<file path="config.mk">
export PLATFORM = sky130hd
export DESIGN_NAME = tbt_queue
export DESIGN_NICKNAME = d
export VERILOG_FILES = /design/src/hw/rtl/tbt_pkg.sv /design/src/hw/rtl/tbt_queue.sv
export SDC_FILE = /design/constraint.sdc
export NUM_CORES = 1
export LEC_CHECK = 0
export BUFFER_PORTS_ARGS = -buffer_cell sky130_fd_sc_hd__buf_4
export CORE_MARGIN = 5
export CORE_UTILIZATION = 38
export CTS_CLUSTER_SIZE = 20
export DETAILED_ROUTE_END_ITERATION = 16
export GPL_ROUTABILITY_DRIVEN = 0
export SYNTH_ARGS = -nofsm -noshare
export SYNTH_HDL_FRONTEND = slang
export SYNTH_SLANG_ARGS = --single-unit
</file>
<file path="constraint.sdc">
create_clock -name clk -period 43.9 [get_ports clk]
set_input_delay 4.39 -clock clk [delete_from_list [all_inputs] [get_ports clk]]
set_output_delay 4.39 -clock clk [all_outputs]
set_load 0.005 [all_outputs]
</file>
<file path="src/hw/rtl/tbt_pkg.sv">
package tbt_pkg;

  localparam int POS_W       = 32;
  localparam int UV_W        = 16;
  localparam int UV_FRAC_BITS = 12;
  localparam int DP_W        = POS_W + 1;
  localparam int DUV_W       = UV_W + 1;
  localparam int PROD_W      = DP_W + DUV_W;
  localparam int NUM_W       = PROD_W + 1;
  localparam int DEN_W       = 2 * DUV_W;
  localparam int DVD_W       = NUM_W + UV_FRAC_BITS;
  localparam int CNT_W       = $clog2(DVD_W);
  localparam int VERTS       = 3;
  localparam int COMPS       = 6;
  localparam int QDEPTH      = 2;

  typedef logic signed [DP_W-1:0]  dp_t;
  typedef logic signed [DUV_W-1:0] duv_t;

  // one triangle, edges and uv deltas ready for the back end
  typedef struct packed {
    dp_t [2:0] dp1;
    dp_t [2:0] dp2;
    duv_t      du1;
    duv_t      dv1;
    duv_t      du2;
    duv_t      dv2;
  } tri_t;

  typedef struct packed {
    logic full;
    logic empty;
  } q_stat_t;

endpackage

</file>
<file path="src/hw/rtl/tbt_queue.sv">
module tbt_queue (
  input  logic             clk,
  input  logic             rst,
  input  logic             push,
  input  tbt_pkg::tri_t    push_data,
  input  logic             pop,
  output tbt_pkg::tri_t    pop_data,
  output tbt_pkg::q_stat_t q_stat
);
  import tbt_pkg::*;

  localparam int PTR_W = $clog2(QDEPTH);

  tri_t              slots [QDEPTH];
  logic [PTR_W-1:0]  wr_ptr, rd_ptr;
  logic [PTR_W:0]    count;

  assign pop_data     = slots[rd_ptr];
  assign q_stat.full  = (count == (PTR_W+1)'(QDEPTH));
  assign q_stat.empty = (count == '0);

  always_ff @(posedge clk) begin
    if (push) slots[wr_ptr] <= push_data;
    if (rst) begin
      wr_ptr <= '0;
      rd_ptr <= '0;
      count  <= '0;
    end else begin
      if (push) wr_ptr <= wr_ptr + 1'b1;
      if (pop)  rd_ptr <= rd_ptr + 1'b1;
      if (push && !pop)      count <= count + 1'b1;
      else if (pop && !push) count <= count - 1'b1;
    end
  end

endmodule

</file>
# After elaboration in Yosys (flattened, before gate mapping)
# Memories as Yosys holds them, arrays and structs flattened. A register that Yosys moved wholly into a read port is not among the register bits.
# Index checks and enable logic that the tools add are counted.
# totals
ram_bits	532
register_bits	4
mem_count	1
# memory_table
name	depth	word_bits	rd	rd_ports_with_merged_regs	write_ports	line_no	text
slots	2	266	1	1	1	tbt_queue.sv:14	tri_t slots [QDEPTH];
# classes
reduce_logical	6
add_sub_neg	4
muxes	6
n_eq_ne	1
# ops
operator	n
two-way mux 1 bit	4
two-way mux 2 bit	2
adder 1 bit (second input constant)	2
adder 2 x 1 -> 2 bit (second input constant)	1
== test 2 bit (second input constant)	1
logical AND 1 bit	2
logical NOT 1 bit	2
logical NOT 2 bit	1
nonzero test 2 bit	1
subtractor 2 x 1 -> 2 bit (second input constant)	1

# Depth between registers and ports, before layout
# depth
ltp_word	4
mapped_depth	5
depth_no_buf	5

# Worst setup path after synthesis
# OpenSTA, ideal clock, no wires.
# synth_timing
kind	input -> register
startpoint	input push
endpoint	memory slots[0][0] (netlist bit), enable pin
path_slack_ps	27137
cell_stages	1
n_path_buf	0
setup_ps	930
arrival_time_ps	15833
required_time_ps	42970
cell_sequence	nor2b_1
# synth_via
elab_chain_cells	2
# synth_lines
item	line_no	text
start, declared	tbt_queue.sv:4	input logic push,
two-way mux 1 bit	tbt_queue.sv:23	if (push) slots[wr_ptr] <= push_data;
two-way mux 1 bit (implied by the code)	tbt_queue.sv:23	
end, declared	tbt_queue.sv:14	
# Every way passes these cells.

==> results.md <==
* Clock skew at between 0.006 and 0.007 ns
* Slew @ Worst Pin at around 1.3 ns
* Area grow syn2layout at 31.18%
* Routed wire per std cell at around 21 um
* Req. time, crit path at 39.51 ns
* Global-route wire length before repair at about 67 mm
* Register area at 16080 um^2
* Setup crit end kind: output port
* Startpoint types: register
* Slew margin rel. at between 10% and 20%
* Final routed DRC violation total at 0
* Mean Syn Cell Area at around 24 um^2
* Register bit count reported by yosys at 537
* Largest net degree at the start of global routing at ~130
* Initial DRC count at about 450
* Power per cell area at ~45 nW/um^2
* Nets@finish at 1694
* Detailed Routing Iterations Pass 1 at 4
* Worst Path Arrival at around 3.8 ns
* H-tree depth at 2
* Most frequent cells in the layout: buf_4 (546), edfxtp_1 (532), mux2_4 (240), clkbuf_16 (57), mux2_2 (26)
* Final Max Slew Viols at 0
* Clk root buf: clkbuf_16
* Setup Fix Bufs, Post-CTS at 0
* Post-synth cell types at 17
* IO Port Bufs at ~540
* Initial cell density of the core at 38.15%
* Number of synthesized flops with an enable pin at 532
* Leak Pwr at 10.47 nW
* Grt ovf at 0
* CTS tree: built
* DIE WIDTH at between 200 and 250 um
* Post-CTS sizing at 0
* Antenna violations before repair at 2
* Final setup TNS at 0 ns
* Share of layout cells above drive strength 1 at between 60% and 70%
* Min-delay worst type: reg -> reg
* Commonest non-fill, non-tap cell in the layout: buf_4
* CTS max path bufs at 3
* DIE HEIGHT at around 240 um
* Routed via count at 9920
* Finish-stage setup viols at 0
* Cts bufs inserted at between 50 and 60
* VDD IR-drop max at 0.05304 mV
* Ys flop type: edfxtp_1
* Post-detailed-route count of antenna-violating nets at 0
* Final critical-path share of the clock period at 18.59%
* WS Path Type: reg -> out
* Worst-path fanout max at 49
* Vias in the first global route at 10581
* Tmin final at around 8.2 ns
* Syn nets at between 1000 and 1500
* Worst reg-to-reg setup slack at ~40 ns
* Row cnt at 85
* Clk sinks at about 540
* RSZ-0062 raised after global routing: no
* Synthesized cell area at a little over 20000 um^2
* Max Clk Rate at ~120 MHz
* Gr usage total at ~15%
* Fraction of registers with async set/reset at 0%
* # hold bufs at CTS at 0
* Vias per Instance at approximately 4.6
* Die area at 58550 um^2
* Synth Instances at between 800 and 900
* Seq/Total Area, Yosys at between 70% and 80%
* Final Worst Setup Slack at roughly 36 ns
* Routed wire length at around 46 mm
* Top Ports at ~540
* Clk_lat worst skew at around 0.57 ns
* R2R cell count at 3
* Max-cap violation count at 0
* DP Worst Slack at approximately 36 ns
* Clk slew on worst S/H paths at approximately 0.060 ns
* Multi-input gate area at 4008 um^2
* WHS Path Cells at 2
* Detail Placement HPWL at roughly 32 mm
* Status: finished, final reports clean
* Synth Warn # at 0
* Number of fill cells in the layout at ~4400
* Core Box Area at between 50000 and 60000 um^2
* Hold Fails Final Rpt at 0
[stage by stage]
step | hold slack (ns) | cell area [um^2] | power (W) | util, % | instances
detailed placement | 0.5004 | 25080 | 0.0007758 | 46.79 | 2063
global placement | 0.4742 | 25080 | 0.0007732 | 46.79 | 2063
floorplan | 0.4608 | 20450 | 0.0007057 | - | 850
global route | 0.5460 | 26820 | 0.001260 | 50.04 | 2164
finish | 0.5095 | 26820 | 0.001209 | 50.04 | 2164
CTS | 0.5162 | 26820 | 0.001227 | 50.03 | 2162
[per-layer routing]
metal / share of wire, % / global-route usage, % / up-vias
met5: 0 / 0 / -
met4: 2.2 / 4.230 / 0
met3: 7.9 / 5.660 / 58
met2: 52 / 26.38 / 336
met1: 38 / 17.12 / 4988
li1: - / - / 4538
[final timing paths]
kind | from | to
max reg2reg | wr_ptr | slots[1][77]
min | rd_ptr | rd_ptr
min reg2reg | rd_ptr | rd_ptr
max | register | pop_data[42]
[cell families (layout without fill, tap and decap cells)]
group                    count (synthesis)  count (layout)  share of synthesized area (%)
XOR/XNOR                                 4               4                         0.1714
AND/OR/NAND/NOR                          9               9                         0.2142
flip-flops                             537             537                          78.62
AO/OA/AOI/OAI                            2               2                        0.04891
multiplexers                           266             266                          19.06
buffers and inverters                   31             647                          1.830
other                                    0               2                              0
adder cells (fa/ha/maj)                  1               1                        0.06118
[synthesized netlist by cell type, types with 2 or more instances]
master | instances | area share [%]
buf_8 | 12 | 0.88
mux2_2 | 26 | 1.4
dfxtp_1 | 5 | 0.49
edfxtp_1 | 532 | 78
xnor2_1 | 2 | 0.086
nor2_1 | 5 | 0.092
nor2b_1 | 2 | 0.061
xor2_1 | 2 | 0.086
mux2_4 | 240 | 18
buf_2 | 2 | 0.049
buf_6 | 16 | 0.88
[critical path, stage by stage (launching register included)]
cell	delay [ns]
dfxtp_4	0.95
buf_4	0.82
buf_4	0.78
mux2_4	0.35
buf_4	0.14
[where the power goes]
group / internal (W) / switching (W) / total (W)
Combinational: 0.0000907 / 0.0000614 / 0.000152
Clock: 0.000265 / 0.000182 / 0.000447
Sequential: 0.000600 / 0.0000101 / 0.000610
[layout make-up]
type | instances | share of cell area [%]
flip-flops and latches | 537 | 59.95
clock buffers | 69 | 5.486
inverters | 1 | 0.01399
well taps | 696 | 3.247
repair buffers | 547 | 15.36
multi-input cells | 282 | 14.94
clock inverters | 30 | 0.9936
diodes | 2 | 0.01866
[registers in the layout, summed over array words and instances (netlist names), named ones only]
signal / cells
wr_ptr: 1
rd_ptr: 1
slots: 532
count: 2
Power figures use the tool's default switching activity.
