## src/hw/rtl/tbt_pkg.sv

```systemverilog
package tbt_pkg;

  localparam int POS_W       = 32;
  localparam int UV_W        = 16;
  localparam int UV_FRAC_BITS = 12;
  localparam int DP_W        = POS_W + 1;
  localparam int DUV_W       = UV_W + 1;
  localparam int PROD_W      = DP_W + DUV_W;
  localparam int NUM_W       = PROD_W + 1;
  localparam int DEN_W       = 2 * DUV_W;
  localparam int DVD_W       = NUM_W + UV_FRAC_BITS;
  localparam int CNT_W       = $clog2(DVD_W);
  localparam int VERTS       = 3;
  localparam int COMPS       = 6;
  localparam int QDEPTH      = 2;

  typedef logic signed [DP_W-1:0]  dp_t;
  typedef logic signed [DUV_W-1:0] duv_t;

  // one triangle, edges and uv deltas ready for the back end
  typedef struct packed {
    dp_t [2:0] dp1;
    dp_t [2:0] dp2;
    duv_t      du1;
    duv_t      dv1;
    duv_t      du2;
    duv_t      dv2;
  } tri_t;

  typedef struct packed {
    logic full;
    logic empty;
  } q_stat_t;

endpackage

```

## src/hw/rtl/tbt_back.sv

```systemverilog
module tbt_back (
  input  logic                 clk,
  input  logic                 rst,
  input  tbt_pkg::q_stat_t     q_stat,
  input  tbt_pkg::tri_t        pop_data,
  output logic                 pop,
  output logic                 out_valid,
  input  logic                 out_ready,
  output logic signed [31:0]   tangent_x,
  output logic signed [31:0]   tangent_y,
  output logic signed [31:0]   tangent_z,
  output logic signed [31:0]   bitangent_x,
  output logic signed [31:0]   bitangent_y,
  output logic signed [31:0]   bitangent_z,
  output logic                 degenerate,
  output logic                 last_of_triangle
);
  import tbt_pkg::*;

  typedef enum logic [2:0] {
    S_IDLE, S_DMUL, S_DSUB, S_CMUL, S_CSUB, S_DIV, S_ROUND, S_OUT
  } state_t;

  state_t                   state;
  tri_t                     job;
  logic [2:0]               comp;
  logic signed [PROD_W-1:0] prod_a, prod_b;
  logic                     det_neg, neg, degen;
  logic [DEN_W-1:0]         den, rem;
  logic [DVD_W-1:0]         dvd, quo;
  logic [CNT_W-1:0]         cnt;
  logic [1:0]               beat;
  logic [POS_W-1:0]         res [COMPS];

  logic signed [DP_W-1:0]   ma1, mb1;
  logic signed [DUV_W-1:0]  ma2, mb2;
  logic [1:0]               idx;
  logic signed [NUM_W-1:0]  diff;
  logic [NUM_W-1:0]         mag;
  logic [DEN_W:0]           shifted;
  logic [DVD_W-1:0]         qr;
  logic [POS_W-1:0]         sat;

  assign pop = (state == S_IDLE) && !q_stat.empty;

  // operand select for the shared multiplier pair
  always_comb begin
    idx = (comp < 3'd3) ? comp[1:0] : 2'(comp - 3'd3);
    if (state == S_DMUL) begin
      ma1 = DP_W'($signed(job.du1));
      ma2 = $signed(job.dv2);
      mb1 = DP_W'($signed(job.dv1));
      mb2 = $signed(job.du2);
    end else if (comp < 3'd3) begin
      ma1 = $signed(job.dp1[idx]);
      ma2 = $signed(job.dv2);
      mb1 = $signed(job.dp2[idx]);
      mb2 = $signed(job.dv1);
    end else begin
      ma1 = $signed(job.dp2[idx]);
      ma2 = $signed(job.du1);
      mb1 = $signed(job.dp1[idx]);
      mb2 = $signed(job.du2);
    end
  end

  always_comb begin
    diff    = NUM_W'(prod_a) - NUM_W'(prod_b);
    mag     = diff[NUM_W-1] ? NUM_W'(-diff) : NUM_W'(diff);
    shifted = {rem, dvd[DVD_W-1]};
    // round half away from zero on the magnitude, then saturate
    qr = quo + DVD_W'({rem, 1'b0} >= {1'b0, den});
    if (neg) begin
      if (qr > DVD_W'(33'h0_8000_0000)) sat = 32'h8000_0000;
      else                              sat = POS_W'(-qr);
    end else begin
      if (qr > DVD_W'(32'h7FFF_FFFF))   sat = 32'h7FFF_FFFF;
      else                              sat = POS_W'(qr);
    end
  end

  always_ff @(posedge clk) begin
    if (rst) begin
      state     <= S_IDLE;
      out_valid <= 1'b0;
      beat      <= 2'd0;
    end else begin
      unique case (state)
        S_IDLE: begin
          if (!q_stat.empty) begin
            job   <= pop_data;
            comp  <= 3'd0;
            state <= S_DMUL;
          end
        end
        S_DMUL: begin
          prod_a <= PROD_W'(ma1 * ma2);
          prod_b <= PROD_W'(mb1 * mb2);
          degen  <= 1'b0;
          state  <= S_DSUB;
        end
        S_DSUB: begin
          det_neg <= diff[NUM_W-1];
          den     <= DEN_W'(mag);
          if (diff == '0) begin
            for (int i = 0; i < COMPS; i++) res[i] <= '0;
            degen     <= 1'b1;
            out_valid <= 1'b1;
            state     <= S_OUT;
          end else begin
            state <= S_CMUL;
          end
        end
        S_CMUL: begin
          prod_a <= PROD_W'(ma1 * ma2);
          prod_b <= PROD_W'(mb1 * mb2);
          state  <= S_CSUB;
        end
        S_CSUB: begin
          neg   <= diff[NUM_W-1] ^ det_neg;
          dvd   <= {mag, UV_FRAC_BITS'(0)};
          quo   <= '0;
          rem   <= '0;
          cnt   <= '0;
          state <= S_DIV;
        end
        S_DIV: begin
          // restoring division, one quotient bit per cycle
          if (shifted >= {1'b0, den}) begin
            rem <= DEN_W'(shifted - {1'b0, den});
            quo <= {quo[DVD_W-2:0], 1'b1};
          end else begin
            rem <= shifted[DEN_W-1:0];
            quo <= {quo[DVD_W-2:0], 1'b0};
          end
          dvd <= {dvd[DVD_W-2:0], 1'b0};
          cnt <= cnt + 1'b1;
          if (cnt == CNT_W'(DVD_W - 1)) state <= S_ROUND;
        end
        S_ROUND: begin
          res[comp] <= sat;
          if (comp == 3'(COMPS - 1)) begin
            out_valid <= 1'b1;
            state     <= S_OUT;
          end else begin
            comp  <= comp + 3'd1;
            state <= S_CMUL;
          end
        end
        S_OUT: begin
          if (out_ready) begin
            if (beat == 2'(VERTS - 1)) begin
              beat      <= 2'd0;
              out_valid <= 1'b0;
              state     <= S_IDLE;
            end else begin
              beat <= beat + 2'd1;
            end
          end
        end
        default: state <= S_IDLE;
      endcase
    end
  end

  assign tangent_x        = res[0];
  assign tangent_y        = res[1];
  assign tangent_z        = res[2];
  assign bitangent_x      = res[3];
  assign bitangent_y      = res[4];
  assign bitangent_z      = res[5];
  assign degenerate       = degen;
  assign last_of_triangle = (beat == 2'(VERTS - 1));

endmodule

```

## config.mk

```make
export PLATFORM = sky130hd
export DESIGN_NAME = tbt_back
export DESIGN_NICKNAME = d
export VERILOG_FILES = /design/src/hw/rtl/tbt_pkg.sv /design/src/hw/rtl/tbt_back.sv
export SDC_FILE = /design/constraint.sdc
export NUM_CORES = 2
export LEC_CHECK = 0
export ABC_CLOCK_PERIOD_IN_PS = 20300
export BUFFER_PORTS_ARGS = -buffer_cell sky130_fd_sc_hd__buf_2
export CORE_MARGIN = 2
export CORE_UTILIZATION = 63
export DETAILED_ROUTE_END_ITERATION = 12
export GPL_TIMING_DRIVEN = 0
export PLACE_DENSITY = 0.87
export SLEW_MARGIN = 10
export SYNTH_ARGS = -nofsm -noshare
export SYNTH_HDL_FRONTEND = slang
export SYNTH_SLANG_ARGS = --single-unit
```

## constraint.sdc

```tcl
create_clock -name clk -period 20.3 [get_ports clk]
set_clock_uncertainty 0.2 [all_clocks]
set_input_delay 2.03 -clock clk [delete_from_list [all_inputs] [get_ports clk]]
set_output_delay 2.03 -clock clk [all_outputs]
set_load 0.01 [all_outputs]
```

Yosys cells after proc, flatten, opt, wreduce, memory -nomap -nowiden
Memory sizes are Yosys's and may differ from the RTL's.
Index checks and enable logic that the tools add are counted.
{"block": "classes", "n_bitwise": 3, "n_mux": 50, "addsub": 9, "magnitude_cmp": 6, "multipliers": 2, "eq_ne": 17, "n_reduce_logical": 20}
{"operator": "one-hot mux 63 bit (2 select lines)", "n": 2}
{"operator": "2-to-1 mux 33 bit", "n": 6}
{"operator": "binary-select mux 33 bit (select 2 bit)", "n": 2}
{"operator": "2-to-1 mux 32 bit", "n": 4}
{"operator": "multiplier 33 x 17 -> 50 bit", "n": 2}
{"operator": ">= comparator 35 x 34 -> 1 bit", "n": 2}
{"operator": "2-to-1 mux 17 bit", "n": 4}
{"operator": "one-hot mux 34 bit (2 select lines)", "n": 1}
{"operator": "adder 63 x 1 -> 63 bit", "n": 1}
{"operator": "greater-than comparator 63 x 31 -> 1 bit, second input constant", "n": 1}
{"operator": "greater-than comparator 63 x 32 -> 1 bit, second input constant", "n": 1}
{"operator": "logical NOT 51 bit", "n": 1}
{"operator": "2-to-1 mux 51 bit", "n": 1}
{"operator": "negator 51 bit", "n": 1}
{"operator": "subtractor 50 x 50 -> 51 bit", "n": 1}
{"operator": "2-to-1 mux 34 bit", "n": 1}
{"operator": "subtractor 34 bit", "n": 1}
{"operator": "negator 32 bit", "n": 1}
{"operator": "OR reduction 32 bit", "n": 1}
{"operator": "2-to-1 mux 3 bit", "n": 9}
{"operator": "one-hot mux 3 bit (8 select lines)", "n": 1}
{"operator": "== test 3 bit, second input constant", "n": 5}
{"operator": "inequality test 2 bit, second input constant", "n": 7}
{"operator": "2-to-1 mux 1 bit", "n": 13}
{"operator": "27 further kinds", "n": 38}
{"block": "word_totals", "ram_bits": 192, "register_bits": 578, "word_cells": 132, "out_inout_bits": 196, "n_memories": 1}
{"memory": "res", "words": 6, "word_bits": 32, "rd": 6, "rd_clocked_by_memory_dff": 0, "write_ports": 6, "line": "tbt_back.sv:33", "text": "logic [POS_W-1:0] res [COMPS];"}

Depth between registers and ports, before layout
{"block": "logic_depth", "ltp_word": 7, "depth_mapped": 39, "depth_no_buf": 36}

Worst setup path before layout
Ideal clock, no wire load.
{"block": "synth_path", "path_kind": "input to register", "start": "input port q_stat[0] (netlist name)", "end": "register job[0] (netlist name), enable pin", "cell_stages": 2, "setup_slack_ns": 4.998, "t_arrival_ns": 14.177, "path_buffers": 0, "t_required_ns": 19.175, "setup_ns": 0.925, "path_cell_list": "nor4_1 nor2b_1"}
{"block": "synth_via", "elab_chain_cells": 2}
{"item": "from (decl)", "line": "tbt_back.sv:4", "text": "input tbt_pkg::q_stat_t q_stat,"}
{"item": "inverter 1 bit (no line)"}
{"item": "AND reduction 3 bit (no line)"}
{"item": "to (signal assigned)", "line": "tbt_back.sv:91", "text": "job <= pop_data;"}
{"item": "to (decl)", "line": "tbt_back.sv:25", "text": "tri_t job;"}
No other way between the ends.
A chain may end at the register's enable or synchronous reset.

Worst setup path after layout
{"block": "layout_path", "start": "register comp[1]", "end": "register prod_a[49] (data pin)"}
{"block": "layout_via", "elab_chain_cells": 7, "word_cells_on_any_way": 12, "cone_classes": "add/sub (1); mul (1); order compare (1); mux (9)"}
{"item": "from (decl)", "line": "tbt_back.sv:26", "text": "logic [2:0] comp;"}
{"item": "from (signal assigned)", "line": "tbt_back.sv:146", "text": "comp <= comp + 3'd1;"}
{"item": "less-than comparator 3 x 2 -> 1 bit / subtractor 2 bit (equally long branches)", "line": "tbt_back.sv:48, tbt_back.sv:54"}
{"item": "2-to-1 mux 2 bit", "line": "tbt_back.sv:48", "text": "idx = (comp < 3'd3) ? comp[1:0] : 2'(comp - 3'd3);"}
{"item": "binary-select mux 33 bit (select 2 bit), on equally long branches", "line": "tbt_back.sv:60, tbt_back.sv:55"}
{"item": "2-to-1 mux 33 bit, on equally long branches", "line": "tbt_back.sv:60, tbt_back.sv:55"}
{"item": "2-to-1 mux 33 bit", "line": "tbt_back.sv:54", "text": "end else if (comp < 3'd3) begin"}
{"item": "2-to-1 mux 33 bit", "line": "tbt_back.sv:49", "text": "if (state == S_DMUL) begin"}
{"item": "multiplier 33 x 17 -> 50 bit *", "line": "tbt_back.sv:97, tbt_back.sv:115"}
{"item": "to (signal assigned)", "line": "tbt_back.sv:97", "text": "prod_a <= PROD_W'(ma1 * ma2);"}
{"item": "to (signal assigned)", "line": "tbt_back.sv:115", "text": "prod_a <= PROD_W'(ma1 * ma2);"}
{"item": "to (decl)", "line": "tbt_back.sv:27", "text": "logic signed [PROD_W-1:0] prod_a, prod_b;"}
Every way passes the cells marked *; elsewhere a longest branch is shown, timed or not. The select of a mux whose other input is x is not followed.

==> results_dict.tcl <==
set metrics [dict create \
    outcome "finished with violations" \
    violations "design-rule violations" \
    gp_congestion 1.06 \
    synth_edf_count 752 \
    max_freq_mhz 76.5 \
    cts_setup_buffers 0 \
    io_pins 467 \
    critPathMaxFanout 10 \
    synthAdderAreaFrac 0.341 \
    tritoncts.num_buffers 80 \
    period_minus_slack_ns 13.07 \
    cts_hold_buf 0 \
    nets 9827 \
    core_area_mm2 0.118 \
    cts.sinks 758 \
    syn-cell-area_mm2 0.0751 \
    period_share 0.644 \
    synthMuxAreaShare 0.0258 \
    yosysWarnings 0 \
    grt_setup_unrepaired "no" \
    cts_tree "yes" \
    synth_xor_area_frac 0.0338 \
    cts_resized 0 \
    synthArstFlopShare 0 \
    synth_compound_area_frac 0.0770 \
    die_area_mm2 0.122 \
    worstMarginPinSlew_ns 1.38 \
    root_buffer "clkbuf_16" \
    layout.cells.most_common_list "1,266 x inv_1, 1,074 x fa_1, 1,025 x nor2_1, 868 x nand2_1, 752 x edfxtp_1" \
    die_w_um 349 \
    synthFlopType "edfxtp_1" \
    clock_latency_ns 0.71 \
    grt_antenna_before_repair 9 \
    wl_per_cell_um 23.5 \
    ys_ff_latch 758 \
    synth.yosys.seq_area_share 0.302 \
    hpwlAfterDp_mm 182 \
    route.detailed.drc 2 \
    setup_tns_ns 0 \
    start_kind "register" \
    syn_area_per_cell_um2 9.91 \
    clk_pin_slew_ns 0.06 \
    crit_path_frequent_cell "fa_1" \
    grt_max_degree 38 \
    route.vias.total 59471 \
    drt_first_iter_violations 6405 \
    yosysUniqueCellTypes 96 \
    fin_cells 9755 \
    crit_slowest_cell "o311ai_0" \
    postRouteAntennaNets 0 \
    hp-class "register to register" \
    worst_ep_required_time_ns 20.44 \
    die_y_um 349 \
    final_max_slew_viol_count 0 \
    crit_path_end_kind "register" \
    initial_core_util 0.636 \
    grt_first_pass_wirelength_mm 348 \
    totalWireLength_mm 229 \
    io_buffer_count 465 \
    finalSetupViolCount 0 \
    maxCapViolations 0 \
    syn_inst 7574 \
    cts_buffer_depth 3 \
    vias_per_cell 6.10 \
    synth_nets 9246 \
    fill_cells 8407 \
    synth_top_family_by_area "adder cells" \
    rows 126 \
    drt-pass1-iter-count 11 \
    mostFrequentLayoutCell "inv_1" \
    synth-simple-area-share 0.141 \
    area_growth_syn_to_layout_pct 10.0 \
    worst_path_largest_cell_delay_ns 0.86 \
    gr-total-overflow 0 \
    fin_util 0.700 \
    ctsHtreeMaxLevel 3 \
    path_class "register to register" \
    dp.cells 9608 \
    hold_violations 0 \
    first_global_vias 61040 \
    drive_above_1_share 0.0980 \
    cp.arrival_ns 13.21 \
    relSlewSlack 0.0512 \
    track_usage 0.379 \
]
[per-stage QoR]
step / worst slack [ns] / instance area [um2] / hold slack (ns)
global route: 6.74 / 82600 / 0.323
finish: 7.23 / 82600 / 0.311
floorplan: 5.00 / 75100 / 0.296
global placement: 1.05 / 79300 / 0.311
CTS: 7.55 / 82600 / 0.314
detailed placement: 7.70 / 79800 / 0.324
[cell families after synthesis]
kind of cell	after synthesis
compound gates	913
xor+xnor	290
fa+ha+maj	1401
buf+inv	1576
flops	758
mux	185
simple gates	2451
[final cells by class]
type,count,area [um2],share of cell area
tap,1536,1920,0.0233
antenna,4,10.0,0.000121
multi-input combinational,5240,46500,0.563
clock inverter,51,713,0.00863
sequential,758,22700,0.275
clock buffer,91,2040,0.0247
inverter,1268,4760,0.0576
buffer,308,1180,0.0143
timing repair buffer,499,2770,0.0335
[metal layers]
layer / up-vias / global-route usage / share of wire / wire, um
met5: - / 0 / 0.00038 / 88
met4: 14 / 0.253 / 0.084 / 19100
met1: 28853 / 0.443 / 0.34 / 77200
li1: 25447 / - / - / -
met3: 1011 / 0.127 / 0.13 / 30100
met2: 4146 / 0.597 / 0.45 / 102000
[registers in the layout, summed over array words and instances, names as in the netlist]
name,flops
cnt,6
job,266
neg,1
prod_a,50
state,3
beat,2
degenerate,1
out_valid,1
quo,63
dvd,51
prod_b,50
rem,34
comp,3
det_neg,1
den,34
res,192
[synthesized netlist by cell type (9+ instances only)]
master    count  area (um2)
edfxtp_1    752       22600
or2_2        40         250
ha_1        327        4090
nor2b_1      38         238
nor2_1     1027        3850
buf_2        16        80.1
o211ai_1     19         143
nand3b_1      9        67.6
and2_1       79         494
nand3_1      89         445
a22o_1       16         140
and3_1       39         244
inv_1      1266        4750
mux2_2       69         777
nand2_1     874        3280
nor3_1       65         325
o21bai_1     28         210
o31ai_1      16         120
mux2i_1     115        1150
a21o_1      148        1110
buf_1        23        86.3
nand4_1      52         325
xnor2_1     188        1650
a211oi_1     25         188
nor4_1       16         100
clkbuf_1    266         998
nand2b_1     33         206
xor2_1      102         893
a21oi_1     367        1840
and4_1       13         114
fa_1       1074       21500
a31oi_1      32         200
o21ai_0     121         606
o21a_1       23         173
a21boi_0      9        67.6
or3_1        22         138
[worst max-delay path, delay by kind of cell (launching register included)]
kind | cells | cell delay, ns
compound gates | 12 | 3.72
xor+xnor | 1 | 0.45
fa+ha+maj | 8 | 3.96
buf+inv | 6 | 1.34
flops | 1 | 0.49
mux | 1 | 0.27
simple gates | 7 | 2.27
[worst paths after layout]
check	endpoint	slack [ns]	depth (start not counted)	startpoint
max	prod_a[49]$_DFFE_PP_	7.23	35	comp[1]$_SDFFCE_PN0P_
min	dvd[34]$_DFFE_PP_	0.31	1	dvd[33]$_DFFE_PP_
max reg2reg	prod_a[49]$_DFFE_PP_	7.23	35	comp[1]$_SDFFCE_PN0P_
min reg2reg	dvd[34]$_DFFE_PP_	0.31	1	dvd[33]$_DFFE_PP_
Power is left out: the tool's default activity adds up to more than one toggle a clock period on the data nets, which glitch-free logic cannot reach.
