$ cat src/hw/rtl/tbt_pkg.sv
package tbt_pkg;

  localparam int POS_W       = 32;
  localparam int UV_W        = 16;
  localparam int UV_FRAC_BITS = 12;
  localparam int DP_W        = POS_W + 1;
  localparam int DUV_W       = UV_W + 1;
  localparam int PROD_W      = DP_W + DUV_W;
  localparam int NUM_W       = PROD_W + 1;
  localparam int DEN_W       = 2 * DUV_W;
  localparam int DVD_W       = NUM_W + UV_FRAC_BITS;
  localparam int CNT_W       = $clog2(DVD_W);
  localparam int VERTS       = 3;
  localparam int COMPS       = 6;
  localparam int QDEPTH      = 2;

  typedef logic signed [DP_W-1:0]  dp_t;
  typedef logic signed [DUV_W-1:0] duv_t;

  // one triangle, edges and uv deltas ready for the back end
  typedef struct packed {
    dp_t [2:0] dp1;
    dp_t [2:0] dp2;
    duv_t      du1;
    duv_t      dv1;
    duv_t      du2;
    duv_t      dv2;
  } tri_t;

  typedef struct packed {
    logic full;
    logic empty;
  } q_stat_t;

endpackage

$ cat src/hw/rtl/tbt_front.sv
module tbt_front (
  input  logic                          clk,
  input  logic                          rst,
  input  logic                          in_valid,
  output logic                          in_ready,
  input  logic signed [31:0]            pos_x,
  input  logic signed [31:0]            pos_y,
  input  logic signed [31:0]            pos_z,
  input  logic signed [15:0]            tex_u,
  input  logic signed [15:0]            tex_v,
  input  tbt_pkg::q_stat_t              q_stat,
  output logic                          push,
  output tbt_pkg::tri_t                 push_data
);
  import tbt_pkg::*;

  logic [1:0] phase;
  logic signed [POS_W-1:0] p0 [3];
  logic signed [POS_W-1:0] p1 [3];
  logic signed [UV_W-1:0]  u0, v0, u1, v1;
  logic accept;

  assign in_ready = (phase != 2'd2) || !q_stat.full;
  assign accept   = in_valid && in_ready;
  assign push     = accept && (phase == 2'd2);

  always_comb begin
    logic signed [POS_W-1:0] cur [3];
    cur[0] = pos_x;
    cur[1] = pos_y;
    cur[2] = pos_z;
    for (int i = 0; i < 3; i++) begin
      push_data.dp1[i] = DP_W'(p1[i]) - DP_W'(p0[i]);
      push_data.dp2[i] = DP_W'(cur[i]) - DP_W'(p0[i]);
    end
    push_data.du1 = DUV_W'(u1) - DUV_W'(u0);
    push_data.dv1 = DUV_W'(v1) - DUV_W'(v0);
    push_data.du2 = DUV_W'(tex_u) - DUV_W'(u0);
    push_data.dv2 = DUV_W'(tex_v) - DUV_W'(v0);
  end

  always_ff @(posedge clk) begin
    if (rst) begin
      phase <= 2'd0;
    end else if (accept) begin
      case (phase)
        2'd1: begin
          p1[0] <= pos_x;
          p1[1] <= pos_y;
          p1[2] <= pos_z;
          u1    <= tex_u;
          v1    <= tex_v;
          phase <= 2'd2;
        end
        2'd2: begin
          phase <= 2'd0;
        end
        default: begin
          p0[0] <= pos_x;
          p0[1] <= pos_y;
          p0[2] <= pos_z;
          u0    <= tex_u;
          v0    <= tex_v;
          phase <= 2'd1;
        end
      endcase
    end
  end

endmodule

$ cat config.mk
export PLATFORM = sky130hd
export DESIGN_NAME = tbt_front
export DESIGN_NICKNAME = d
export VERILOG_FILES = /design/src/hw/rtl/tbt_pkg.sv /design/src/hw/rtl/tbt_front.sv
export SDC_FILE = /design/constraint.sdc
export NUM_CORES = 1
export LEC_CHECK = 0
export BUFFER_PORTS_ARGS = -buffer_cell sky130_fd_sc_hd__clkbuf_2
export CORE_AREA = 2 2 174 346
export DETAILED_ROUTE_END_ITERATION = 7
export DIE_AREA = 0 0 176 348
export PLACE_DENSITY = 0.51
export SYNTH_ARGS = -nofsm -noshare
export SYNTH_HDL_FRONTEND = slang
export SYNTH_SLANG_ARGS = --single-unit
$ cat constraint.sdc
create_clock -name clk -period 5.2 [get_ports clk]
set_input_delay 0.52 -clock clk [delete_from_list [all_inputs] [get_ports clk]]
set_output_delay 0.52 -clock clk [all_outputs]
set_load 0.05 [all_outputs]
* After elaboration in Yosys (flattened, before gate mapping)
Memories as Yosys holds them, arrays and structs flattened.
Cells that the tools add are included.
** Cells by class
- Reduce and logical (&&, ||, !) cells :: 7
- Bitwise logic cells :: 2
- Mux-type cells :: 9
- $add $sub $neg :: 10
- Equality and inequality tests :: 3
** Operators by type and width (count)
- 32-bit by 32-bit subtractor with 33-bit output :: 6
- 16-bit by 16-bit subtractor with 17-bit output :: 4
- 1-bit two-way mux :: 8
- 3-bit AND reduction :: 2
- 2-bit case mux with 2 select lines :: 1
- 2-bit by 1-bit == test with 1-bit output (second input constant) :: 1
- 2-bit == test (second input constant) :: 1
- 1-bit logical AND :: 2
- 2-bit != test (second input constant) :: 1
- 1-bit inverter :: 2
- 2-bit OR reduction :: 1
- 1-bit zero test :: 1
- 1-bit logical OR :: 1
** Word-level totals
- Memories kept :: 2
- Word-level logic and storage cells :: 38
- Flip-flop bits (word level) :: 66
- Memory bits (writable) :: 192
- Output and inout port bits :: 268
** Memory list
- p0 :: words 3, bits a word 32, rd ports 3, clocked after memory_dff 0, write ports 3, line tbt_front.sv:18 : logic signed [POS_W-1:0] p0 [3];
- p1 :: words 3, bits a word 32, rd ports 3, clocked after memory_dff 0, write ports 3, line tbt_front.sv:19 : logic signed [POS_W-1:0] p1 [3];

* Logic depth before layout (Yosys ltp)
Gate-level depths: netlist of the first run.
- Word-level depth :: 6
- Gate-level depth with buffers :: 13
- Mapped depth without buffers :: 13

* Worst setup path before layout of the first run
OpenSTA, ideal clock, no wires.
- Kind :: input to output
- Start :: input port pos_x[0]
- End :: output port push_data[98] (netlist name)
- Stages :: 13
- Slack :: 1152 ps
- Required time :: 4680 ps
- Arrival :: 3528 ps
- Cells stage by stage :: inv_1 > ha_1 > fa_1 > nor2b_1 > o21ai_0 > a21oi_1 > o211ai_1 > a21oi_1 > o31ai_1 > o31a_1 > nor3_1 > o31a_1 > xor2_1
** RTL lines
- start: declaration :: line tbt_front.sv:6 : input logic signed [31:0] pos_x,
- end: declaration :: line tbt_front.sv:13 : output tbt_pkg::tri_t push_data

==> results of run 1 <==
-- how the worst max path moves through the flow --
stage	start	endpoint
after CTS	p0[0][32]$_DFFE_PP_	push_data[230]
after detailed placement	pos_y[0]	push_data[127]
final	p0[0][32]$_DFFE_PP_	push_data[230]
after global routing	p0[0][32]$_DFFE_PP_	push_data[127]
after global placement	pos_y[0]	push_data[127]
after floorplan	pos_x[0]	push_data[98]
-- placed cells by master, fill, tap and decap left out, types with 25 or more instances in the layout --
cell       count
clkbuf_2     399
a21o_1       117
edfxtp_1     256
o21a_1        42
nand3_1       37
ha_1         258
inv_1        224
nand2b_1      29
nor2b_1       45
clkbuf_16     28
o21bai_1      25
nand2_1      119
o21ai_0      111
nor2_1       128
nand4_1       30
xnor2_1      130
a21oi_1      172
nor3_1        30
xor2_1        74
-- registers in the layout, indices dropped and copies added, names as in the netlist --
name   flops
p0        96
p1        96
phase      2
u0        16
u1        16
v0        16
v1        16
-- logic make-up after synthesis --
family,count (synthesis),synth area share [%]
compound gates,627,20.1
xor+xnor,204,8.79
fa+ha+maj,268,16.9
buf+inv,256,4.73
flops,258,38.0
mux,1,0.0492
simple gates,478,11.4
-- stage by stage --
stage	cell area [um2]	setup WS, ns	instances	total power (uW)	hold slack (ns)
after floorplan	20300	1.15	2092	4780	0.447
after CTS	24100	0.0988	3282	7730	0.0735
after detailed placement	23200	0.719	3232	5590	0.467
after global routing	24100	0.0671	3282	7980	0.107
after global placement	23200	0.712	3232	5580	0.460
final	24100	0.319	3283	7610	0.126
-- critical path: stages (launching register included) --
cell and delay, ns:
edfxtp_1 0.41, ha_1 0.25, fa_1 0.47, nor2b_1 0.14
o21a_1 0.17, o21ai_0 0.10, a21oi_1 0.25, o21ai_0 0.26
o21ai_1 0.35, nor4b_1 0.43, o21a_1 0.27, o31a_1 0.21
xor2_1 0.16, clkbuf_2 0.29
-- power by group --
group / internal (uW) / switching [uW] / total [uW]
Combinational: 813 / 2310 / 3130
Clock: 1190 / 892 / 2080
Sequential: 2380 / 22.4 / 2400
Total: 4390 / 3230 / 7610
-- what timing repair did --
action	in CTS	in global routing
hold buffers	0	0
resized for setup	0	2
endpoints found under the setup margin	0	2
-- final cells by class --
class / instances / share of cell area (%)
diodes: 1 / 0.0104
clock buffers: 34 / 2.99
clock inverters: 16 / 0.834
inverters: 224 / 3.48
multi-input cells: 1578 / 48.3
flip-flops and latches: 258 / 32.0
well taps: 768 / 3.98
repair buffers: 404 / 8.42
-- routing by layer --
layer	GRT usage, %	up-vias
li1	-	8423
met1	20.2	7973
met2	38.2	470
met3	5.62	89
met4	5.82	12
met5	0	-
==> flow_summary.yaml, run 1 <==
critical_path:
  r2r-end: "p0[0][17]$_DFFE_PP_"
  r2r-start: "phase[0]$_SDFFE_PP0P_"
  critPathMaxFanout: 4
  worstPathRequired_ns: 4.68
  reg2regPathDepth: 7
  r2r_setup_slack_ns: 2.56
  cp-start-kind: "flip-flop"
  worst-setup-path-type: "reg -> out"
  endpoint_kind: "output port"
  cp_data_arrival_time_ns: 4.36
sta:
  drv_slew: 0
  relSlewSlack_pct: 34.0
  fmax_mhz: 205
  finalSetupViolations: 0
  min_period_ns: 4.88
  worstMarginPinSlew_ns: 0.990
  hold_viol_final: 0
  finalSetupTns_ns: 0
  rsz0062_at_grt: "no"
  skew_ns: 0.0105
  post-route-period-util_pct: 93.9
die:
  fp.coreArea_mm2: 0.0588
  start_util_pct: 34.6
  floorplan.rows: 126
  die_w_um: 176
  die-area_mm2: 0.0612
  die_h_um: 348
  io-pin-count: 401
final_layout:
  syn2layout_area_growth_pct: 18.8
  regArea_mm2: 0.00773
  multi_input_area_mm2: 0.0117
  nets: 2895
  drive_above_1_share_pct: 18.8
  postLayoutCoreUtil_pct: 41.1
  fillCellCount: 5886
detailed_routing:
  firstDrtPassIters: 5
  drcViolationCount: 0
  wl_met2_um: 32500
  wl_met3_um: 4890
  highest_layer: "met5"
  drt-wirelength-per-cell_um: 18.7
  ant_nets: 0
  vias_per_cell: 5.17
  routed_wirelength_um: 61600
  vias: 17000
  drt-initial-drc-count: 720
  wl_met1_um: 22400
power_and_ir_drop:
  leakage_uw: 0.0112
  power_per_cell_area_mw_per_mm2: 315
  vdd_drop_max_uv: 334
cts:
  cts_setup_buffers: 0
  cts_buffers: 28
  worstSkewPairLatency_ns: 0.59
  cts_tree: "built"
  cts_buffer_depth: 3
  cts_sinks: 258
  path_clk_slew_ns: 0.07
  root_buffer: "clkbuf_16"
  cts.htree.levels: 1
synthesis:
  yosysWarnings: 0
  synth.distinct_cells: 70
  avgSynthCellArea_um2: 9.72
  syn-cell-area_mm2: 0.0203
  synth-edff-count: 256
  synth_most_common_cell: "ha_1"
  async_flop_share_pct: 0
  yosys-top-cells-area: "edfxtp_1 38%, ha_1 16%, xnor2_1 5.6%"
  synth-seq-cells: 258
  synth_top_area_share_pct: 37.8
  synthCells: 2092
  yosys-top-cells-count: "258 x ha_1, 256 x edfxtp_1, 224 x inv_1"
  syn_nets: 2493
  synth_largest_area_cell: "edfxtp_1"
  synth-seq-area-share_pct: 38.0
  synth_flop_cell: "edfxtp_1"
global_route:
  grt_usage_pct: 19.8
  antenna_found_initial: 7
  grt_pass1_wl_um: 95000
  grt_pass1_vias: 17700
  grt_start_max_net_pins: 40
  overflow: 0
place:
  io_buffers: 399
  dp_hpwl_um: 50900
  gp_congestion: 0.876
worst_hold_path:
  worstHoldStart: "rst"
  holdPathStages: 2
  holdCritPathClass: "in -> reg"
  min_to: "phase[0]$_SDFFE_PP0P_"
job:
  drv_cap: 0
status:
  status: "completed"
No activity file was read; power rests on OpenSTA's default activity.
==> run 2: changes to the inputs <==
- CELL_PAD_IN_SITES_DETAIL_PLACEMENT: unset -> 0
- CELL_PAD_IN_SITES_GLOBAL_PLACEMENT: unset -> 1
- PLACE_DENSITY: 0.51 -> 0.65
- clock period: 5.2 -> 4.5 ns (I/O delays scaled with it)
==> run 2 against run 1 <==
Count of clock-buffer cells in the layout shrank 1; routed wire length is essentially flat; clock power grew 7%; largest cell class unchanged; sequential share of layout area shrank 0.64 points; total power grew 14%; first-iteration DRC count grew 2.9%; register-to-register slack lost 0.72 ns; global-route usage shrank 0.19 points; sequential power grew 16%; via count grew 0.98%.
==> flow_summary.yaml, run 2 (synthesis results as in run 1) <==
sta:
  hold_viol_final: 0
  fmax_mhz: 230
  finalSetupViolations: 0
  rsz0062_at_grt: "yes"
  min_period_ns: 4.35
  skew_ns: 0.00894
  drv_slew: 0
  relSlewSlack_pct: 33.4
  worstMarginPinSlew_ns: 0.999
  post-route-period-util_pct: 96.7
power_and_ir_drop:
  leakage_uw: 0.0113
  pwr-share-seq_pct: 31.9
  power_frac_clock_pct: 25.5
  p_comb_share_pct: 42.6
  total_power_uw: 8710
  power.internal_uw: 4980
  swShare_pct: 42.9
  power_per_cell_area_mw_per_mm2: 353
  p_switching_uw: 3740
  vdd_drop_max_uv: 316
die:
  fp.coreArea_mm2: 0.0588
  io-pin-count: 401
  die_h_um: 348
  die-area_mm2: 0.0612
  floorplan.rows: 126
  start_util_pct: 34.6
  die_w_um: 176
final_layout:
  reg_top3: "p0: 96 flops, p1: 96 flops"
  fillCellCount: 5884
  nets: 2917
  final_common_cell: "clkbuf_2"
  layoutNonFillerInstCount: 3302
  layout.cells.most_common_list: "378 x clkbuf_2, 257 x ha_1, 256 x edfxtp_1"
  postLayoutCoreUtil_pct: 41.9
  drive_above_1_share_pct: 21.0
  syn2layout_area_growth_pct: 21.2
worst_hold_path:
  holdCritPathClass: "in -> reg"
  worstHoldStart: "rst"
  min_to: "phase[1]$_SDFFE_PP0P_"
  holdPathStages: 2
detailed_routing:
  ant_nets: 0
  vias: 17100
  vias_per_cell: 5.19
  drt-initial-drc-count: 741
  firstDrtPassIters: 5
  drt-wirelength-per-cell_um: 18.7
  routed_wirelength_um: 61600
  drcViolationCount: 0
global_route:
  antenna_found_initial: 5
  grt_start_max_net_pins: 65
  overflow: 0
  grt_usage_pct: 19.6
  grt_pass1_wl_um: 94600
  grt_pass1_vias: 17700
place:
  gp_congestion: 0.844
  dpl.cell_count: 3242
  io_buffers: 399
  dp_hpwl_um: 50200
critical_path:
  cpMaxStageDelayCell: "edfxtp_1"
  cp_slowest_stage_delay_ns: 0.42
  r2r-end: "p1[0][49]$_DFFE_PP_"
  startpoint: "p0[0][1]$_DFFE_PP_"
  worst-setup-path-type: "reg -> out"
  cp-start-kind: "flip-flop"
  cp_num_buf_inv: 3
  reg2regPathDepth: 7
  crit_chain: "inv_2, ha_4, nor2b_4, o31a_1, o311a_1, o211ai_2, a31oi_4, a221oi_4, buf_6, o31ai_4, a221o_1, a21oi_2, xnor2_1, clkbuf_8"
  critPathMaxFanout: 4
  r2r_setup_slack_ns: 1.84
  worstPathRequired_ns: 4.05
  endpoint_kind: "output port"
  cp_data_arrival_time_ns: 3.90
  cp_top_family: "compound AO/OA/AOI/OAI gates"
  r2r-start: "phase[0]$_SDFFE_PP0P_"
cts:
  cts.htree.levels: 1
  root_buffer: "clkbuf_16"
  path_clk_slew_ns: 0.06
  cts_tree: "built"
  cts_buffer_depth: 3
  cts_sinks: 258
  hold_buffers: 0
  worstSkewPairLatency_ns: 0.57
  cts_buffers: 28
job:
  drv_cap: 0
status:
  status: "completed"
==> run 2: changes by cell type in the layout (fill, tap and decap cells not counted), sizes merged <==
cell,before,now
buf,5,35
clkbuf,433,424
bufinv,4,1
inv,225,226
==> run 2: worst max path at each step <==
stage                         endpoint  slack [ns]  depth (start not counted)
global route             push_data[97]       -0.03                         14
detailed placement      push_data[230]        0.27                         14
floorplan           p0[0][0]$_DFFE_PP_        0.51                          6
finish                   push_data[97]        0.15                         14
global placement         push_data[98]        0.31                         15
CTS                     push_data[261]       0.004                         13
==> run 2: power groups by stage <==
stage	Combinational (uW)	Clock, uW	Sequential, uW
final	3710	2220	2780
after global routing	3970	2380	2780
after CTS	3700	2310	2780
after detailed placement	3640	0	2830
after global placement	3630	0	2830
after floorplan	2690	0	2830
==> run 2: layout make-up <==
| class | instances | area [um2] | area share [%] |
|---|---|---|---|
| antenna | 1 | 2.50 | 0.0102 |
| clock buffer | 33 | 741 | 3.01 |
| clock inverter | 14 | 101 | 0.411 |
| inverter | 224 | 841 | 3.41 |
| multi-input combinational | 1578 | 12000 | 48.6 |
| sequential | 258 | 7730 | 31.4 |
| tap | 768 | 961 | 3.90 |
| timing repair buffer | 426 | 2290 | 9.28 |
==> run 2: repair_timing <==
item | in CTS | in global routing
buffers inserted | 3 | 9
pin swaps | 7 | 24
resized for setup | 36 | 79
setup endpoints to repair | 35 | 54
==> run 2: per-stage QoR <==
step / setup WS (ns) / instance area, um2 / hold slack [ns] / setup TNS [ns]
after global routing: -0.0291 / 24600 / 0.0445 / -0.0312
after CTS: 0.00445 / 24300 / 0.0112 / 0
after floorplan: 0.508 / 20300 / 0.447 / 0
after global placement: 0.309 / 23300 / 0.465 / 0
after detailed placement: 0.268 / 23300 / 0.467 / 0
final: 0.149 / 24600 / 0.0607 / 0
==> run 2: worst reg2reg max path, stage by stage, from the launching register on <==
cell and delay [ns]:
dfxtp_1 0.36, inv_1 0.05, ha_1 0.23, nand2_1 0.16, nand2_1 0.11, nor2_1 0.21
and2_4 0.76, buf_12 0.35
==> run 2: metal layers <==
metal | GRT usage [%] | vias up | part of all wire, %
met2 | 38.1 | 460 | 54
met1 | 19.5 | 8113 | 36
li1 | - | 8474 | -
met3 | 5.81 | 78 | 7.6
met5 | 0 | - | 0.084
met4 | 6.12 | 8 | 2.7
==> run 3: changes to the inputs <==
- SETUP_SLACK_MARGIN: unset -> 0.15
==> run 3 against run 2 <==
Die area did not move; sequential power hardly changed; flip-flop and latch count unchanged.
==> flow_summary.yaml, run 3 (synthesis results as in run 1) <==
status:
  status: "completed"
die:
  io-pin-count: 401
  die-area_mm2: 0.0612
  floorplan.rows: 126
  start_util_pct: 34.6
  fp.coreArea_mm2: 0.0588
  die_h_um: 348
  die_w_um: 176
sta:
  min_period_ns: 4.31
  finalSetupTns_ns: 0
  rsz0062_at_grt: "yes"
  relSlewSlack_pct: 33.0
  drv_slew: 0
  fmax_mhz: 232
  skew_ns: 0.00973
  worstMarginPinSlew_ns: 1.00
  post-route-period-util_pct: 95.8
  layout_setup_ws_ns: 0.191
  hold_viol_final: 0
  finalSetupViolations: 0
power_and_ir_drop:
  vdd_drop_max_uv: 316
  swShare_pct: 42.8
  pwr-share-seq_pct: 31.6
  p_comb_share_pct: 43.1
  p_switching_uw: 3760
  power_per_cell_area_mw_per_mm2: 352
  leakage_uw: 0.0114
  power_frac_clock_pct: 25.3
  power.internal_uw: 5020
place:
  dp_hpwl_um: 50200
  dp_slack_ns: 0.268
  gp_congestion: 0.844
  io_buffers: 399
detailed_routing:
  ant_nets: 0
  drt-wirelength-per-cell_um: 18.7
  vias: 17200
  vias_per_cell: 5.19
  drt-initial-drc-count: 610
  firstDrtPassIters: 5
  drcViolationCount: 0
  routed_wirelength_um: 62000
critical_path:
  crit_chain: "inv_2, ha_4, nor2b_4, o31a_1, o311a_1, o211ai_2, a31oi_4, a221oi_4, buf_6, o31ai_4, a221o_1, a21oi_2, xnor2_1, clkbuf_8"
  r2r_setup_slack_ns: 1.84
  worst-setup-path-type: "reg -> out"
  cp_slowest_stage_delay_ns: 0.43
  worstPathRequired_ns: 4.05
  endpoint_kind: "output port"
  cpMaxStageDelayCell: "edfxtp_1"
  cp-start-kind: "flip-flop"
  reg2regPathDepth: 7
  cp_data_arrival_time_ns: 3.86
  r2r-start: "phase[0]$_SDFFE_PP0P_"
  r2r-end: "p1[0][49]$_DFFE_PP_"
  critPathMaxFanout: 3
global_route:
  grt_pass1_wl_um: 94900
  antenna_found_initial: 5
  grt_usage_pct: 19.6
  grt_pass1_vias: 17700
  grt_start_max_net_pins: 65
  overflow: 0
cts:
  worstSkewPairLatency_ns: 0.57
  cts.htree.levels: 1
  cts_buffer_depth: 3
  cts_tree: "built"
  root_buffer: "clkbuf_16"
  cts_buffers: 28
  path_clk_slew_ns: 0.06
  hold_buffers: 0
  cts_sinks: 258
worst_hold_path:
  worstHoldStart: "rst"
  holdCritPathClass: "in -> reg"
  holdPathStages: 2
  min_to: "phase[1]$_SDFFE_PP0P_"
final_layout:
  reg_top3: "p0: 96 flops, p1: 96 flops"
  final_common_cell: "clkbuf_2"
  nets: 2926
  drive_above_1_share_pct: 22.3
  layout.cells.most_common_list: "361 x clkbuf_2, 256 x edfxtp_1, 254 x ha_1"
  syn2layout_area_growth_pct: 22.7
job:
  drv_cap: 0
## run 3: cell types whose count changed in the layout (fill, tap and decap cells not counted), moves of 3 or more
cell	before	now
o21ai_2	2	6
ha_1	257	254
a21oi_2	13	19
clkbuf_8	3	7
o21ai_1	14	20
clkbuf_4	10	16
a21oi_1	159	153
buf_4	27	45
o21ai_0	98	88
ha_2	0	3
clkbuf_2	378	361
buf_2	5	1
## run 3: worst max-delay path by stage
stage	startpoint	to	slack, ns	depth (start not counted)
floorplan	phase[0]$_SDFFE_PP0P_	p0[0][0]$_DFFE_PP_	0.51	6
global placement	pos_x[0]	push_data[98]	0.31	15
detailed placement	p0[0][32]$_DFFE_PP_	push_data[230]	0.27	14
CTS	p0[0][64]$_DFFE_PP_	push_data[154]	0.08	13
global route	p0[0][1]$_DFFE_PP_	push_data[97]	0.01	14
finish	p0[0][1]$_DFFE_PP_	push_data[97]	0.19	14
## run 3: per-stage QoR
stage               power (uW)  hold slack (ns)  cells  utilization (%)  cell area, um2
floorplan                 5520            0.447   2092                -           20300
global placement          6460            0.465   3242             39.7           23300
detailed placement        6470            0.467   3242             39.7           23300
CTS                       8830           0.0112   3299             41.8           24600
global route              9200           0.0445   3311             42.4           24900
finish                    8780           0.0603   3311             42.4           24900
## run 3: power by group through the flow
stage | Sequential (uW) | Clock, uW | Combinational [uW]
floorplan | 2830 | 0 | 2690
global placement | 2830 | 0 | 3630
detailed placement | 2830 | 0 | 3640
CTS | 2780 | 2310 | 3750
global route | 2780 | 2380 | 4030
finish | 2780 | 2220 | 3780
## run 3: what timing repair did
action | in CTS | in global routing
pin swaps | 26 | 38
resized for setup | 88 | 108
buffers inserted | 10 | 11
endpoints found under the setup margin | 62 | 69
## run 3: critical path: cells and delay by family (launching register included)
kind / cells / cell delay [ns]
compound gates: 8 / 1.92
xor+xnor: 1 / 0.14
fa+ha+maj: 1 / 0.19
buf+inv: 3 / 0.47
flops: 1 / 0.43
simple gates: 1 / 0.12
## run 3: cell type report
class	instances	area [um2]
multi-input cells	1578	12100
repair buffers	435	2440
clock inverters	14	101
fillers	5870	33900
clock buffers	33	741
flip-flops and latches	258	7730
inverters	224	841
diodes	1	2.50
well taps	768	961
## run 3: metal layers
metal	GRT usage, %	share of wire [%]	wire (um)
met1	19.6	36	22300
met2	38.1	54	33200
met3	5.88	7.8	4820
met4	6.19	2.7	1660
met5	0	0.084	52
